===== config.mk =====
export PLATFORM = sky130hd
export DESIGN_NAME = mcycle_divider_timer_pacer
export DESIGN_NICKNAME = d
export VERILOG_FILES = /design/src/sv/mdtp_pkg.sv /design/src/sv/mdtp_timer.sv /design/src/sv/mcycle_divider_timer_pacer.sv
export SDC_FILE = /design/constraint.sdc
export NUM_CORES = 1
export LEC_CHECK = 0
export BUFFER_PORTS_ARGS = -buffer_cell sky130_fd_sc_hd__buf_2
export CORE_MARGIN = 5
export CORE_UTILIZATION = 45
export CTS_CLUSTER_DIAMETER = 60
export DETAILED_ROUTE_END_ITERATION = 7
export HOLD_SLACK_MARGIN = 0.05
export PLACE_DENSITY = 0.65
export SETUP_SLACK_MARGIN = 0.4
export SLEW_MARGIN = 25
export SYNTH_ARGS = -nofsm -noshare
export SYNTH_HDL_FRONTEND = slang
export SYNTH_SLANG_ARGS = --single-unit

===== constraint.sdc =====
create_clock -name clk -period 9.3 [get_ports clk]
set_input_delay 0.93 -clock clk [delete_from_list [all_inputs] [get_ports clk]]
set_output_delay 0.93 -clock clk [all_outputs]
set_load 0.02 [all_outputs]

===== src/sv/mdtp_pkg.sv =====
// ----------------------------------------------------------------------------
// mdtp_pkg
// Shared types, register indexes and reset constants of the machine-cycle
// divider, timer and pacer.
// ----------------------------------------------------------------------------
`default_nettype none

package mdtp_pkg;

    localparam int BASE_CLOCK_DEFAULT       = 4194304;
    localparam int PACES_PER_SECOND_DEFAULT = 1024;

    localparam int CFG_INDEX_W = 3;
    localparam int CFG_DATA_W  = 11;

    localparam logic [CFG_INDEX_W-1:0] CFG_TIMER_ENABLE = 3'd0;
    localparam logic [CFG_INDEX_W-1:0] CFG_TIMER_PERIOD = 3'd1;
    localparam logic [CFG_INDEX_W-1:0] CFG_RELOAD_VALUE = 3'd2;
    localparam logic [CFG_INDEX_W-1:0] CFG_SPEED_MODE   = 3'd3;
    localparam logic [CFG_INDEX_W-1:0] CFG_DOUBLE_SPEED = 3'd4;

    localparam logic [2:0] SPEED_QUARTER  = 3'd0;
    localparam logic [2:0] SPEED_HALF     = 3'd1;
    localparam logic [2:0] SPEED_NORMAL   = 3'd2;
    localparam logic [2:0] SPEED_DOUBLE   = 3'd3;
    localparam logic [2:0] SPEED_FOURFOLD = 3'd4;

    localparam logic [10:0] TIMER_PERIOD_RESET = 11'd1024;
    localparam logic [10:0] CYCLE_CLOCKS_SUB   = 11'd4;
    localparam logic [31:0] CYCLE_CLOCKS       = 32'd4;
    localparam logic [31:0] DIVIDER_STEP       = 32'd256;
    localparam logic [31:0] DIVIDER_MARK_RESET = 32'd256;
    localparam logic [31:0] LAST_CYCLE_COUNT   = 32'hFFFF_FFFC;
    localparam logic [7:0]  COUNTER_MAX        = 8'd255;

    typedef struct packed {
        logic        enable;
        logic [10:0] period;
        logic [7:0]  reload;
    } timer_cfg_t;

endpackage

`default_nettype wire


===== src/sv/mdtp_timer.sv =====
// ----------------------------------------------------------------------------
// mdtp_timer
// Sub-counter and 8-bit timer counter with reload on overflow.
// ----------------------------------------------------------------------------
`default_nettype none

module mdtp_timer
(
    input  wire logic                clk,
    input  wire logic                rst_n,
    input  wire logic                advance,
    input  wire mdtp_pkg::timer_cfg_t cfg,
    output logic [7:0]               count_next,
    output logic                     irq_next
);

    logic [10:0] sub_reg;
    logic [10:0] sub_next;
    logic [10:0] sub_sum;
    logic [7:0]  count_reg;

    always_comb
    begin
        sub_sum    = sub_reg + mdtp_pkg::CYCLE_CLOCKS_SUB;
        sub_next   = sub_reg;
        count_next = count_reg;
        irq_next   = 1'b0;
        if (advance && cfg.enable)
        begin
            sub_next = sub_sum;
            if (sub_sum == cfg.period)
            begin
                sub_next = '0;
                if (count_reg == mdtp_pkg::COUNTER_MAX)
                begin
                    count_next = cfg.reload;
                    irq_next   = 1'b1;
                end
                else
                begin
                    count_next = count_reg + 8'd1;
                end
            end
        end
    end

    always_ff @(posedge clk or negedge rst_n)
    begin
        if (!rst_n)
        begin
            sub_reg   <= '0;
            count_reg <= '0;
        end
        else
        begin
            sub_reg   <= sub_next;
            count_reg <= count_next;
        end
    end

endmodule

`default_nettype wire


===== src/sv/mcycle_divider_timer_pacer.sv =====
// ----------------------------------------------------------------------------
// mcycle_divider_timer_pacer
// Machine-cycle clock count with divider, timer counter, pacing marks and
// a whole-second counter.
// ----------------------------------------------------------------------------
// A request is taken into the input register; the result register loads from it
// once the result slot is free or out_stall is low.
// Throughput: one request per cycle unless out_stall holds a full result; an input
// register and a result register split the two channels, and all state updates in
// the single step between. Reset: rst_n clears every state, valid and configuration
// register at once to its listed reset value; tick and result data are not reset.
`default_nettype none

module mcycle_divider_timer_pacer
#(
    parameter int BASE_CLOCK       = mdtp_pkg::BASE_CLOCK_DEFAULT,
    parameter int PACES_PER_SECOND = mdtp_pkg::PACES_PER_SECOND_DEFAULT
)
(
    input  wire logic                             clk,
    input  wire logic                             rst_n,
    input  wire logic                             in_valid,
    output logic                                  in_stall,
    input  wire logic                             tick,
    output logic                                  out_valid,
    input  wire logic                             out_stall,
    output logic [7:0]                            divider_value,
    output logic [7:0]                            counter_value,
    output logic                                  timer_interrupt,
    output logic                                  pace_point,
    output logic [31:0]                           seconds_count,
    input  wire logic                             cfg_we,
    input  wire logic [mdtp_pkg::CFG_INDEX_W-1:0] cfg_index,
    input  wire logic [mdtp_pkg::CFG_DATA_W-1:0]  cfg_data
);

    localparam logic [31:0] PACE_BASE  = 32'(BASE_CLOCK / PACES_PER_SECOND);
    localparam logic [31:0] STEP_QUART = PACE_BASE / 32'd4;
    localparam logic [31:0] STEP_HALF  = PACE_BASE / 32'd2;
    localparam logic [31:0] STEP_DBL   = PACE_BASE * 32'd2;
    localparam logic [31:0] STEP_FOUR  = PACE_BASE * 32'd4;
    localparam int          REM_W      = $clog2(2 * BASE_CLOCK + 4);
    localparam logic [REM_W-1:0] RATE1 = REM_W'(BASE_CLOCK);
    localparam logic [REM_W-1:0] RATE2 = REM_W'(2 * BASE_CLOCK);
    localparam logic [REM_W-1:0] REM_STEP = REM_W'(4);

    // configuration
    mdtp_pkg::timer_cfg_t timer_cfg_reg;
    logic [2:0]           speed_reg;
    logic                 dspeed_reg;

    // pipeline
    logic s1_valid_reg;
    logic s1_tick_reg;
    logic s1_adv;
    logic step;

    // state
    logic [31:0]      clock_reg;
    logic [31:0]      clock_next;
    logic [31:0]      pace_mark_reg;
    logic [31:0]      pace_mark_next;
    logic [31:0]      div_mark_reg;
    logic [31:0]      div_mark_next;
    logic [7:0]       divider_reg;
    logic [7:0]       divider_next;
    logic [31:0]      seconds_reg;
    logic [31:0]      seconds_next;
    logic [REM_W-1:0] rem1_reg;
    logic [REM_W-1:0] rem1_next;
    logic [REM_W-1:0] rem2_reg;
    logic [REM_W-1:0] rem2_next;
    logic [REM_W-1:0] rem1_sum;
    logic [REM_W-1:0] rem2_sum;
    logic [31:0]      pace_step;
    logic             pace_next;
    logic [7:0]       count_next;
    logic             irq_next;

    // result
    logic        out_valid_reg;
    logic [7:0]  res_div_reg;
    logic [7:0]  res_cnt_reg;
    logic        res_irq_reg;
    logic        res_pace_reg;
    logic [31:0] res_sec_reg;

    assign in_stall = s1_valid_reg && out_valid_reg && out_stall;
    assign s1_adv   = s1_valid_reg && (!out_valid_reg || !out_stall);
    assign step     = s1_adv && s1_tick_reg;

    always_ff @(posedge clk or negedge rst_n)
    begin
        if (!rst_n)
        begin
            timer_cfg_reg.enable <= 1'b0;
            timer_cfg_reg.period <= mdtp_pkg::TIMER_PERIOD_RESET;
            timer_cfg_reg.reload <= '0;
            speed_reg            <= mdtp_pkg::SPEED_NORMAL;
            dspeed_reg           <= 1'b0;
        end
        else if (cfg_we)
        begin
            unique case (cfg_index)
                mdtp_pkg::CFG_TIMER_ENABLE: timer_cfg_reg.enable <= cfg_data[0];
                mdtp_pkg::CFG_TIMER_PERIOD: timer_cfg_reg.period <= cfg_data[10:0];
                mdtp_pkg::CFG_RELOAD_VALUE: timer_cfg_reg.reload <= cfg_data[7:0];
                mdtp_pkg::CFG_SPEED_MODE:   speed_reg            <= cfg_data[2:0];
                mdtp_pkg::CFG_DOUBLE_SPEED: dspeed_reg           <= cfg_data[0];
                default:                    ;
            endcase
        end
    end

    always_comb
    begin
        unique case (speed_reg)
            mdtp_pkg::SPEED_QUARTER:  pace_step = STEP_QUART;
            mdtp_pkg::SPEED_HALF:     pace_step = STEP_HALF;
            mdtp_pkg::SPEED_DOUBLE:   pace_step = STEP_DBL;
            mdtp_pkg::SPEED_FOURFOLD: pace_step = STEP_FOUR;
            default:                  pace_step = PACE_BASE;
        endcase
        pace_step = pace_step << dspeed_reg;
    end

    always_comb
    begin
        clock_next     = clock_reg;
        pace_mark_next = pace_mark_reg;
        div_mark_next  = div_mark_reg;
        divider_next   = divider_reg;
        seconds_next   = seconds_reg;
        rem1_next      = rem1_reg;
        rem2_next      = rem2_reg;
        pace_next      = 1'b0;
        rem1_sum       = rem1_reg + REM_STEP;
        rem2_sum       = rem2_reg + REM_STEP;
        if (step)
        begin
            clock_next = clock_reg + mdtp_pkg::CYCLE_CLOCKS;
            // track the count modulo both clock rates; the count wrap restarts them
            if (clock_reg == mdtp_pkg::LAST_CYCLE_COUNT)
            begin
                rem1_next = '0;
                rem2_next = '0;
            end
            else
            begin
                rem1_next = (rem1_sum >= RATE1) ? rem1_sum - RATE1 : rem1_sum;
                rem2_next = (rem2_sum >= RATE2) ? rem2_sum - RATE2 : rem2_sum;
            end
            if (clock_next == pace_mark_reg)
            begin
                pace_next      = 1'b1;
                pace_mark_next = pace_mark_reg + pace_step;
                if ((dspeed_reg ? rem2_next : rem1_next) == '0)
                begin
                    seconds_next = seconds_reg + 32'd1;
                end
            end
            if (clock_next == div_mark_reg)
            begin
                div_mark_next = div_mark_reg + mdtp_pkg::DIVIDER_STEP;
                divider_next  = divider_reg + 8'd1;
            end
        end
    end

    mdtp_timer u_timer
    (
        .clk        (clk),
        .rst_n      (rst_n),
        .advance    (step),
        .cfg        (timer_cfg_reg),
        .count_next (count_next),
        .irq_next   (irq_next)
    );

    always_ff @(posedge clk or negedge rst_n)
    begin
        if (!rst_n)
        begin
            s1_valid_reg  <= 1'b0;
            out_valid_reg <= 1'b0;
            clock_reg     <= '0;
            pace_mark_reg <= PACE_BASE;
            div_mark_reg  <= mdtp_pkg::DIVIDER_MARK_RESET;
            divider_reg   <= '0;
            seconds_reg   <= '0;
            rem1_reg      <= '0;
            rem2_reg      <= '0;
        end
        else
        begin
            if (!in_stall)
            begin
                s1_valid_reg <= in_valid;
            end
            if (s1_adv)
            begin
                out_valid_reg <= 1'b1;
            end
            else if (!out_stall)
            begin
                out_valid_reg <= 1'b0;
            end
            clock_reg     <= clock_next;
            pace_mark_reg <= pace_mark_next;
            div_mark_reg  <= div_mark_next;
            divider_reg   <= divider_next;
            seconds_reg   <= seconds_next;
            rem1_reg      <= rem1_next;
            rem2_reg      <= rem2_next;
        end
    end

    always_ff @(posedge clk)
    begin
        if (in_valid && !in_stall)
        begin
            s1_tick_reg <= tick;
        end
        if (s1_adv)
        begin
            res_div_reg  <= divider_next;
            res_cnt_reg  <= count_next;
            res_irq_reg  <= irq_next;
            res_pace_reg <= pace_next;
            res_sec_reg  <= seconds_next;
        end
    end

    assign out_valid       = out_valid_reg;
    assign divider_value   = res_div_reg;
    assign counter_value   = res_cnt_reg;
    assign timer_interrupt = res_irq_reg;
    assign pace_point      = res_pace_reg;
    assign seconds_count   = res_sec_reg;

`ifndef NO_ASSERTIONS
    a_stall_only_when_full: assert property (@(posedge clk) disable iff (!rst_n)
        in_stall |-> (out_valid_reg && s1_valid_reg))
        else $error("input stalled with a free result slot");

    a_divider_holds: assert property (@(posedge clk) disable iff (!rst_n)
        !step |=> $stable(divider_reg) && $stable(clock_reg))
        else $error("divider or clock count moved without a tick");

    a_idle_no_pace: assert property (@(posedge clk) disable iff (!rst_n)
        (s1_adv && !s1_tick_reg) |=> (!pace_point && !timer_interrupt))
        else $error("idle request raised a pulse");

    a_seconds_on_pace: assert property (@(posedge clk) disable iff (!rst_n)
        (step && (seconds_next != seconds_reg)) |-> pace_next)
        else $error("seconds advanced off a pacing point");
`endif

endmodule

`default_nettype wire

# After elaboration in Yosys (flattened, before gate mapping)
# Cells that the tools add are included.
# classes
shifts	1
n_addsub	11
magnitude_cmp	2
eq_ne	13
n_reduce_logical	21
n_mux	21
# op_table
operator	n
$mux 24	7
$mux 32	3
$eq 32x32->1	2
$pmux 15 s4	1
$add 24x3->24 const B	2
$mux 8	5
$add 32x1->32 const B	1
$add 32x3->32 const B	1
$add 32x32->32	1
$add 32x9->32 const B	1
$eq 32x32->1 const B	1
$shl 32x1->32	1
$ge 24x23->1 const B	1
$ge 24x24->1 const B	1
$logic_not 24->1	1
$sub 24x23->24 const B	1
$sub 24x24->24 const B	1
$add 8x1->8 const B	2
$reduce_and 2->1	8
$add 11x3->11 const B	1
$eq 11x11->1	1
$mux 11	1
$eq 3x2->1 const B	3
$eq 8x8->1 const B	1
8 further kinds	21
# word_totals
word_cells	91
out_inout_bits	52
register_bits	280
in_bits	20

# Logic depth before layout (Yosys ltp)
# Gate-level depths: netlist of the first run.
# depth
depth_word	10
mapped_depth	14
depth_no_buf	13

# By module
# From an unflattened synthesis of the first run, not the netlist that was laid out.
# unflattened
hier_cells	1482
hier_area_um2	14819.2
# by_module_without_submodules
mod	seq_area_each_um2	area_each_um2	instances	cells_per_inst
mcycle_divider_timer_pacer	6266.0	13569.3	1	1338
mdtp_timer	425.4	1249.9	1	144

# Least setup slack after synthesis of the first run
# OpenSTA, ideal clock, no wires.
# synth_path
kind	input to register
startpoint	input out_stall
endpoint	register pace_mark_reg[12]
path_stages	9
n_path_buf	2
required_time_ns	9.215
slack_ns	1.605
t_arrival_ns	7.611
setup_time_ns	0.085
cell_sequence	a21boi_0 > o2111ai_1 > a2111oi_0 > nand4_1 > or4_1 > or4_1 > buf_2 > buf_1 > mux2_1
# synth_via
elab_chain_len	5
# synth_rtl
item	line	source
start, declared	mcycle_divider_timer_pacer.sv:26	input wire logic out_stall,
$logic_not 1->1	n/a	
$logic_or 1x1->1	mcycle_divider_timer_pacer.sv:89	assign s1_adv = s1_valid_reg && (!out_valid_reg || !out_stall);
$logic_and 1x1->1	mcycle_divider_timer_pacer.sv:89	
$logic_and 1x1->1	mcycle_divider_timer_pacer.sv:90	assign step = s1_adv && s1_tick_reg;
$reduce_and 2->1 (no line)	n/a	
end signal, assigned	mcycle_divider_timer_pacer.sv:209	pace_mark_reg <= pace_mark_next;
end, declared	mcycle_divider_timer_pacer.sv:61	logic [31:0] pace_mark_reg;
# Every way passes these cells.
# A chain may end at the register's enable or synchronous reset.

# Worst setup path in the final report of the first run
# layout_path
startpoint	register clock_reg[2]
endpoint	register pace_mark_reg[28]
# layout_via
elab_chain_len	3
# layout_rtl
item	line	source
start, declared	mcycle_divider_timer_pacer.sv:59	logic [31:0] clock_reg;
start signal, assigned	mcycle_divider_timer_pacer.sv:208	clock_reg <= clock_next;
$add 32x3->32	mcycle_divider_timer_pacer.sv:141	clock_next = clock_reg + mdtp_pkg::CYCLE_CLOCKS;
$eq 32x32->1	mcycle_divider_timer_pacer.sv:153	if (clock_next == pace_mark_reg)
$reduce_and 2->1 (no line)	n/a	
# Every way passes these cells.

==> results of run 1 <==
-- cell usage after synthesis, types with 5 or more instances --
library cell	n	area share [%]
sky130_fd_sc_hd__a21o_1	9	0.47
sky130_fd_sc_hd__nor2_1	64	1.7
sky130_fd_sc_hd__o211ai_1	11	0.57
sky130_fd_sc_hd__buf_2	12	0.42
sky130_fd_sc_hd__inv_1	24	0.62
sky130_fd_sc_hd__a21boi_0	10	0.52
sky130_fd_sc_hd__o31ai_1	14	0.73
sky130_fd_sc_hd__a31oi_1	12	0.52
sky130_fd_sc_hd__or4_1	12	0.62
sky130_fd_sc_hd__o2111ai_1	7	0.42
sky130_fd_sc_hd__and3_1	41	1.8
sky130_fd_sc_hd__a21oi_1	36	1.2
sky130_fd_sc_hd__nand4_1	60	2.6
sky130_fd_sc_hd__xnor3_1	5	0.78
sky130_fd_sc_hd__buf_1	5	0.13
sky130_fd_sc_hd__edfxtp_1	51	11
sky130_fd_sc_hd__ha_1	19	1.6
sky130_fd_sc_hd__clkbuf_1	67	1.7
sky130_fd_sc_hd__nand2b_1	17	0.74
sky130_fd_sc_hd__nand3_1	84	2.9
sky130_fd_sc_hd__mux2_2	28	2.2
sky130_fd_sc_hd__or2_2	6	0.26
sky130_fd_sc_hd__and4_1	11	0.67
sky130_fd_sc_hd__xor2_1	68	4.1
sky130_fd_sc_hd__or3_1	11	0.48
sky130_fd_sc_hd__nor3_1	56	1.9
sky130_fd_sc_hd__nand2_1	152	4.0
sky130_fd_sc_hd__o21ai_0	84	2.9
sky130_fd_sc_hd__a2111oi_0	5	0.30
sky130_fd_sc_hd__nand4b_1	7	0.42
sky130_fd_sc_hd__xnor2_1	127	7.7
sky130_fd_sc_hd__nor4_1	39	1.7
sky130_fd_sc_hd__and2_1	12	0.52
sky130_fd_sc_hd__nor3b_1	7	0.36
sky130_fd_sc_hd__mux2i_1	10	0.69
sky130_fd_sc_hd__o21ai_1	5	0.17
sky130_fd_sc_hd__dfrtp_1	202	35
-- logic make-up (layout without fill, tap and decap cells) --
family,count (synthesis),after routing,share of synthesized area (%)
AND/OR/NAND/NOR,608,608,22.6
flip-flops,257,257,46.3
AO/OA/AOI/OAI,238,238,10.7
XOR/XNOR,200,200,12.6
buffers and inverters,110,164,3.00
multiplexers,40,40,3.03
adder cells (fa/ha/maj),20,20,1.78
-- power groups by stage --
stage / logic [W] / registers (W) / clock network (W)
floorplan: 0.000260 / 0.00132 / 0
detailed placement: 0.000358 / 0.00134 / 0
global route: 0.000409 / 0.00134 / 0.00129
finish: 0.000366 / 0.00132 / 0.00122
CTS: 0.000359 / 0.00132 / 0.00125
global placement: 0.000352 / 0.00134 / 0
-- metal layers --
| metal | share of wire (%) | vias to the layer above |
|---|---|---|
| met4 | 3.9 | 0 |
| met2 | 46 | 311 |
| met3 | 4.3 | 85 |
| met1 | 46 | 5531 |
| met5 | 0 | - |
| li1 | - | 5435 |
-- per-stage QoR --
stage | instances | power [W] | setup slack (ns) | cell area [µm²] | hold slack, ns
after global placement | 1871 | 0.00169 | 4.42 | 15100 | 0.452
after floorplan | 1473 | 0.00158 | 1.60 | 14400 | 0.432
after CTS | 1928 | 0.00293 | 4.37 | 16100 | 0.408
after global routing | 1929 | 0.00304 | 4.05 | 16200 | 0.414
final | 1929 | 0.00290 | 4.32 | 16200 | 0.377
after detailed placement | 1871 | 0.00170 | 4.37 | 15100 | 0.451
-- path summary, 6_finish.rpt --
kind                                                        to                startpoint  depth (start not counted)
worst min-delay path              div_mark_reg[19]$_DFFE_PN0P_                     rst_n                          1
worst min register to register        divider_reg[7]$_DFF_PN0_  divider_reg[7]$_DFF_PN0_                          1
min in group clk                      divider_reg[7]$_DFF_PN0_  divider_reg[7]$_DFF_PN0_                          1
worst max-delay path             pace_mark_reg[28]$_DFFE_PN0P_  clock_reg[2]$_DFFE_PN0P_                          9
max in group asynchronous       u_timer.sub_reg[4]$_DFFE_PN0P_                     rst_n                          3
worst max register to register   pace_mark_reg[28]$_DFFE_PN0P_  clock_reg[2]$_DFFE_PN0P_                          9
-- final cells by class --
class                           instances  area [µm²]  area share, %
Clock buffer                           37         838           5.19
Clock inverter                         20         211           1.31
Inverter                               24        90.1          0.557
Multi-Input combinational cell       1106        7360           45.6
Sequential cell                       257        6690           41.4
Tap cell                              402         503           3.11
Timing Repair Buffer                   83         463           2.86
-- worst max-delay path: stages (launching register included) --
cell and delay, ns:
sky130_fd_sc_hd__dfrtp_1 0.49, sky130_fd_sc_hd__ha_1 0.44, sky130_fd_sc_hd__nand2_1 0.28, sky130_fd_sc_hd__or4_1 0.83, sky130_fd_sc_hd__nor3_1 0.69, sky130_fd_sc_hd__a22oi_1 0.24, sky130_fd_sc_hd__or3_1 0.45, sky130_fd_sc_hd__or4_1 0.84
sky130_fd_sc_hd__nor4b_1 0.47, sky130_fd_sc_hd__xnor2_1 0.16
==> results.sh, run 1 <==
export IMPL_grt_setup_unrepaired="false"
export IMPL_groute_usage_overall_pct=19.9
export IMPL_cts_clk_slew_worst_paths_ns=0.06
export IMPL_clock_latency_ns=0.55
export IMPL_status="complete, no violations"
export IMPL_final_min_clock_period_ns=4.98
export IMPL_cts_repair_timing_setup_buffer_count=0
export IMPL_timing_final_max_slew_violations=0
export IMPL_cts_hold_buffers_added=0
export IMPL_start_util_pct=45.7
export IMPL_final_count_of_hold_timing_violations=0
export IMPL_post_route_period_util_pct=53.6
export IMPL_cp_required_ns=9.76
export IMPL_ioPinCount=72
export IMPL_yosys_most_used_dff="sky130_fd_sc_hd__dfrtp_1"
export IMPL_antenna_violating_nets_left=0
export IMPL_utilization_pct=51.1
export IMPL_num_rows=65
export IMPL_post_route_cells_drive_above_1_share_pct=12.8
export IMPL_maxSlewHeadroom_pct=37.0
export IMPL_startpoint_type="flop"
export IMPL_mostFrequentLayoutCells="sky130_fd_sc_hd__dfrtp_1, sky130_fd_sc_hd__nand2_1, sky130_fd_sc_hd__xnor2_1, sky130_fd_sc_hd__nand3_1, sky130_fd_sc_hd__o21ai_0"
export IMPL_met2_usage_pct=31.7
export IMPL_antenna_violations_before_repair=0
export IMPL_use_met3_pct=2.45
export IMPL_layout_nets=1543
export IMPL_core_footprint_um2=31600
export IMPL_first_pass_iters=5
export IMPL_antenna_diode_count=0
export IMPL_critPathMaxFanout=18
export IMPL_power_internal_w=0.00210
export IMPL_die_x_um=189
export IMPL_drc_errors=0
export IMPL_fp_dieH_um=189
export IMPL_avgSynthCellArea_um2=9.80
export IMPL_asyncSetResetFlopFracSynth_pct=80.2
export IMPL_drtIter0Drc=790
export IMPL_cts_tree="yes"
export IMPL_grt_first_pass_wirelength_um=59600
export IMPL_cts_repair_resize_count=0
export IMPL_port_buffers=71
export IMPL_post_route_wl_um=36000
export IMPL_worstSetupPathType="reg -> reg"
export IMPL_global_route_peak_usage_layer="met2"
export IMPL_post_synth_edffs=51
export IMPL_yosys_warnings=0
export IMPL_worst_setup_ep_type="flop"
export IMPL_power_sequential_fraction_pct=45.5
export IMPL_final_setup_skew_ns=0.0118
export IMPL_achievable_frequency_mhz=201
export IMPL_max_cap_viol_count=0
export IMPL_fin_setup_tns_ns=0
export IMPL_cp_arrival_ns=5.45
export IMPL_grt_overflow_total=0
export IMPL_peak_supply_drop_v=0.000130
export IMPL_yosysSeqAreaShare_pct=46.3
export IMPL_clock_power_share_pct=41.9
export IMPL_number_of_setup_violations_in_the_final_report=0
export IMPL_synth_area_um2=14400
export IMPL_netlist_instances=1473
export IMPL_layout_cells_most_common="sky130_fd_sc_hd__dfrtp_1"
export IMPL_ys_types=83
export IMPL_drt_vias_per_instance=5.89
export IMPL_hold_path_class="in -> async"
export IMPL_synth_fp_nets=1513
export IMPL_route_vias_total=11400
export IMPL_die_area_um2=35800
export IMPL_max_clock_path_buffers=3
export IMPL_worstMarginPinSlew_ns=0.938
export IMPL_power_per_cell_area_nw_per_um2=180
export IMPL_routed_wire_length_per_instance_um=18.6
export IMPL_reg2reg_setup_slack_ns=4.32
export IMPL_numCtsBuffers=31
export IMPL_synthToLayoutAreaGrowth_pct=11.9
export IMPL_layout_filler_cells=2871
export IMPL_pin_count_of_the_biggest_net_entering_global_routing=88
export IMPL_p_sw_w=0.000806
export IMPL_h_tree_depth=1
export IMPL_sw_frac_of_total_pct=27.7
export IMPL_cts_sinks=257
export IMPL_comb_power_share_pct=12.6
export IMPL_leakage_nw=6.64
export IMPL_gpl_final_weighted_congestion=0.957
export IMPL_vias_in_the_first_global_route=11100
export IMPL_root_buffer="sky130_fd_sc_hd__clkbuf_16"
export IMPL_postSynthRegisterBits=257
export IMPL_place_detailed_hpwl_um=25000
export IMPL_globalRouteMet1Util_pct=28.2
Note: power is estimated with default switching activity, not from simulation.
==> inputs of run 2 (changes only) <==
Clock period 9.3 ns to 5.2 ns, I/O delays scaled along.
==> run 2 against run 1 <==
Against the previous run: largest cell class unchanged; fmax up 13%; critical path depth up 1; critical path type unchanged; highest routed layer unchanged; setup slack worse by 3.5 ns.
==> results.sh, run 2 (synthesis gave the netlist of run 1 again) <==
export IMPL_status="complete, no violations"
export IMPL_numCtsBuffers=31
export IMPL_timing_final_max_slew_violations=0
export IMPL_routed_wire_length_per_instance_um=19.0
export IMPL_power_per_cell_area_nw_per_um2=324
export IMPL_root_buffer="sky130_fd_sc_hd__clkbuf_16"
export IMPL_post_route_cells_drive_above_1_share_pct=13.4
export IMPL_synthToLayoutAreaGrowth_pct=12.9
export IMPL_final_min_clock_period_ns=4.42
export IMPL_worstMarginPinSlew_ns=1.07
export IMPL_cp_required_ns=5.48
export IMPL_route_vias_total=11500
export IMPL_cts_clk_slew_worst_paths_ns=0.06
export IMPL_mostFrequentLayoutCells="sky130_fd_sc_hd__dfrtp_1, sky130_fd_sc_hd__nand2_1, sky130_fd_sc_hd__xnor2_1, sky130_fd_sc_hd__nand3_1, sky130_fd_sc_hd__o21ai_0"
export IMPL_max_clock_path_buffers=3
export IMPL_cp_arrival_ns=4.71
export IMPL_cts_sinks=257
export IMPL_vias_in_the_first_global_route=11100
export IMPL_die_x_um=189
export IMPL_number_of_setup_violations_in_the_final_report=0
export IMPL_p_sw_w=0.00147
export IMPL_power_sequential_fraction_pct=44.9
export IMPL_place_detailed_hpwl_um=25700
export IMPL_die_area_um2=35800
export IMPL_first_pass_iters=5
export IMPL_leakage_nw=6.71
export IMPL_groute_usage_overall_pct=20.3
export IMPL_antenna_diode_count=0
export IMPL_max_cap_viol_count=0
export IMPL_antenna_violations_before_repair=0
export IMPL_post_route_period_util_pct=85.1
export IMPL_cts_repair_timing_setup_buffer_count=0
export IMPL_finish_cell_count_without_fillers=1942
export IMPL_power_internal_w=0.00381
export IMPL_final_count_of_hold_timing_violations=0
export IMPL_clock_latency_ns=0.56
export IMPL_grt_first_pass_wirelength_um=60000
export IMPL_core_footprint_um2=31600
export IMPL_drtIter0Drc=807
export IMPL_placed_area_um2=15200
export IMPL_final_setup_skew_ns=0.0189
export IMPL_maxSlewHeadroom_pct=28.3
export IMPL_post_route_cell_area_um2=16300
export IMPL_peak_supply_drop_v=0.000278
export IMPL_grt_overflow_total=0
export IMPL_cts_tree="yes"
export IMPL_comb_power_share_pct=12.9
export IMPL_layout_cells_most_common="sky130_fd_sc_hd__dfrtp_1"
export IMPL_utilization_pct=51.5
export IMPL_start_util_pct=45.7
export IMPL_place_detailed_instances=1883
export IMPL_fp_dieH_um=189
export IMPL_post_layout_worst_setup_margin_ns=0.776
export IMPL_critPathMaxFanout=30
export IMPL_startpoint_type="flop"
export IMPL_fin_setup_tns_ns=0
export IMPL_pin_count_of_the_biggest_net_entering_global_routing=106
export IMPL_num_rows=65
export IMPL_layout_nets=1556
export IMPL_worst_setup_ep_type="flop"
export IMPL_antenna_violating_nets_left=0
export IMPL_hold_path_class="in -> reg"
export IMPL_grt_setup_unrepaired="false"
export IMPL_drc_errors=0
export IMPL_drt_vias_per_instance=5.92
export IMPL_post_route_wl_um=36800
export IMPL_ioPinCount=72
export IMPL_sw_frac_of_total_pct=27.9
export IMPL_pre_cts_slack_ns=0.690
export IMPL_port_buffers=71
export IMPL_h_tree_depth=1
export IMPL_achievable_frequency_mhz=226
export IMPL_worstSetupPathType="reg -> reg"
export IMPL_gpl_final_weighted_congestion=0.952
export IMPL_clock_power_share_pct=42.2
run 2: cell count changes in the layout (fill, tap and decap cells not counted), sizes merged:
cell         previous run  this run
buf                    83        95
clkinv                 10         7
bufinv                  3         4
clkbuf                 37        38
clkinvlp                2         3
dlygate4sd3             0         1
run 2: path summary, 6_finish.rpt:
| path | slack (ns) | depth (start not counted) | to | start |
|---|---|---|---|---|
| min reg2reg | 0.46 | 1 | seconds_reg[31]$_DFF_PN0_ | seconds_reg[31]$_DFF_PN0_ |
| min in group asynchronous | 0.55 | 2 | div_mark_reg[14]$_DFFE_PN0P_ | rst_n |
| max in group asynchronous | 3.61 | 3 | timer_cfg_reg[15]$_DFFE_PN0P_ | rst_n |
| max | 0.78 | 10 | seconds_count[31]$_DFFE_PP_ | clock_reg[20]$_DFFE_PN0P_ |
| max reg2reg | 0.78 | 10 | seconds_count[31]$_DFFE_PP_ | clock_reg[20]$_DFFE_PN0P_ |
| min | 0.14 | 1 | s1_tick_reg$_DFFE_PP_ | tick |
run 2: worst max-delay path, cell delays in order (launching register included):
cell and delay (ns):
sky130_fd_sc_hd__dfrtp_1 0.63, sky130_fd_sc_hd__nand4_1 0.37, sky130_fd_sc_hd__or4_1 0.75, sky130_fd_sc_hd__o31ai_1 0.30
sky130_fd_sc_hd__a21oi_1 0.16, sky130_fd_sc_hd__or4b_1 0.55, sky130_fd_sc_hd__nor4_1 0.37, sky130_fd_sc_hd__o2111ai_2 0.20
sky130_fd_sc_hd__buf_4 0.27, sky130_fd_sc_hd__nor4_1 0.38, sky130_fd_sc_hd__xor2_1 0.15
run 2: stage by stage:
stage	total power, W	hold slack (ns)
finish	0.00528	0.144
global route	0.00553	0.125
CTS	0.00529	0.120
detailed placement	0.00305	0.452
global placement	0.00303	0.454
floorplan	0.00282	0.224
run 2: per-layer routing:
metal	global-route usage (%)	share of wire (%)
met5	0	0
met4	6.81	3.6
met3	3.04	5.5
met2	32.2	45
met1	28.8	45
run 2: layout make-up:
type                       instances  area [µm²]
tap                              402         503
clock inverter                    19         233
clock buffer                      38         832
multi-input combinational       1106        7360
fill                            2873       15300
timing repair buffer              96         588
inverter                          24        90.1
sequential                       257        6690
run 2: power groups by stage:
stage | sequential (W) | clock (W) | combinational, W
4_1_cts | 0.00237 | 0.00228 | 0.000647
3_3_place_gp | 0.00240 | 0 | 0.000635
2_1_floorplan | 0.00235 | 0 | 0.000465
5_1_grt | 0.00239 | 0.00238 | 0.000761
3_5_place_dp | 0.00240 | 0 | 0.000641
6_report | 0.00237 | 0.00223 | 0.000681
run 2: repair_timing:
action                                  4_1_cts  5_1_grt
hold buffers                                  1        0
hold endpoints to repair                      7        0
endpoints found under the setup margin        0       25
resized for setup                             0        1
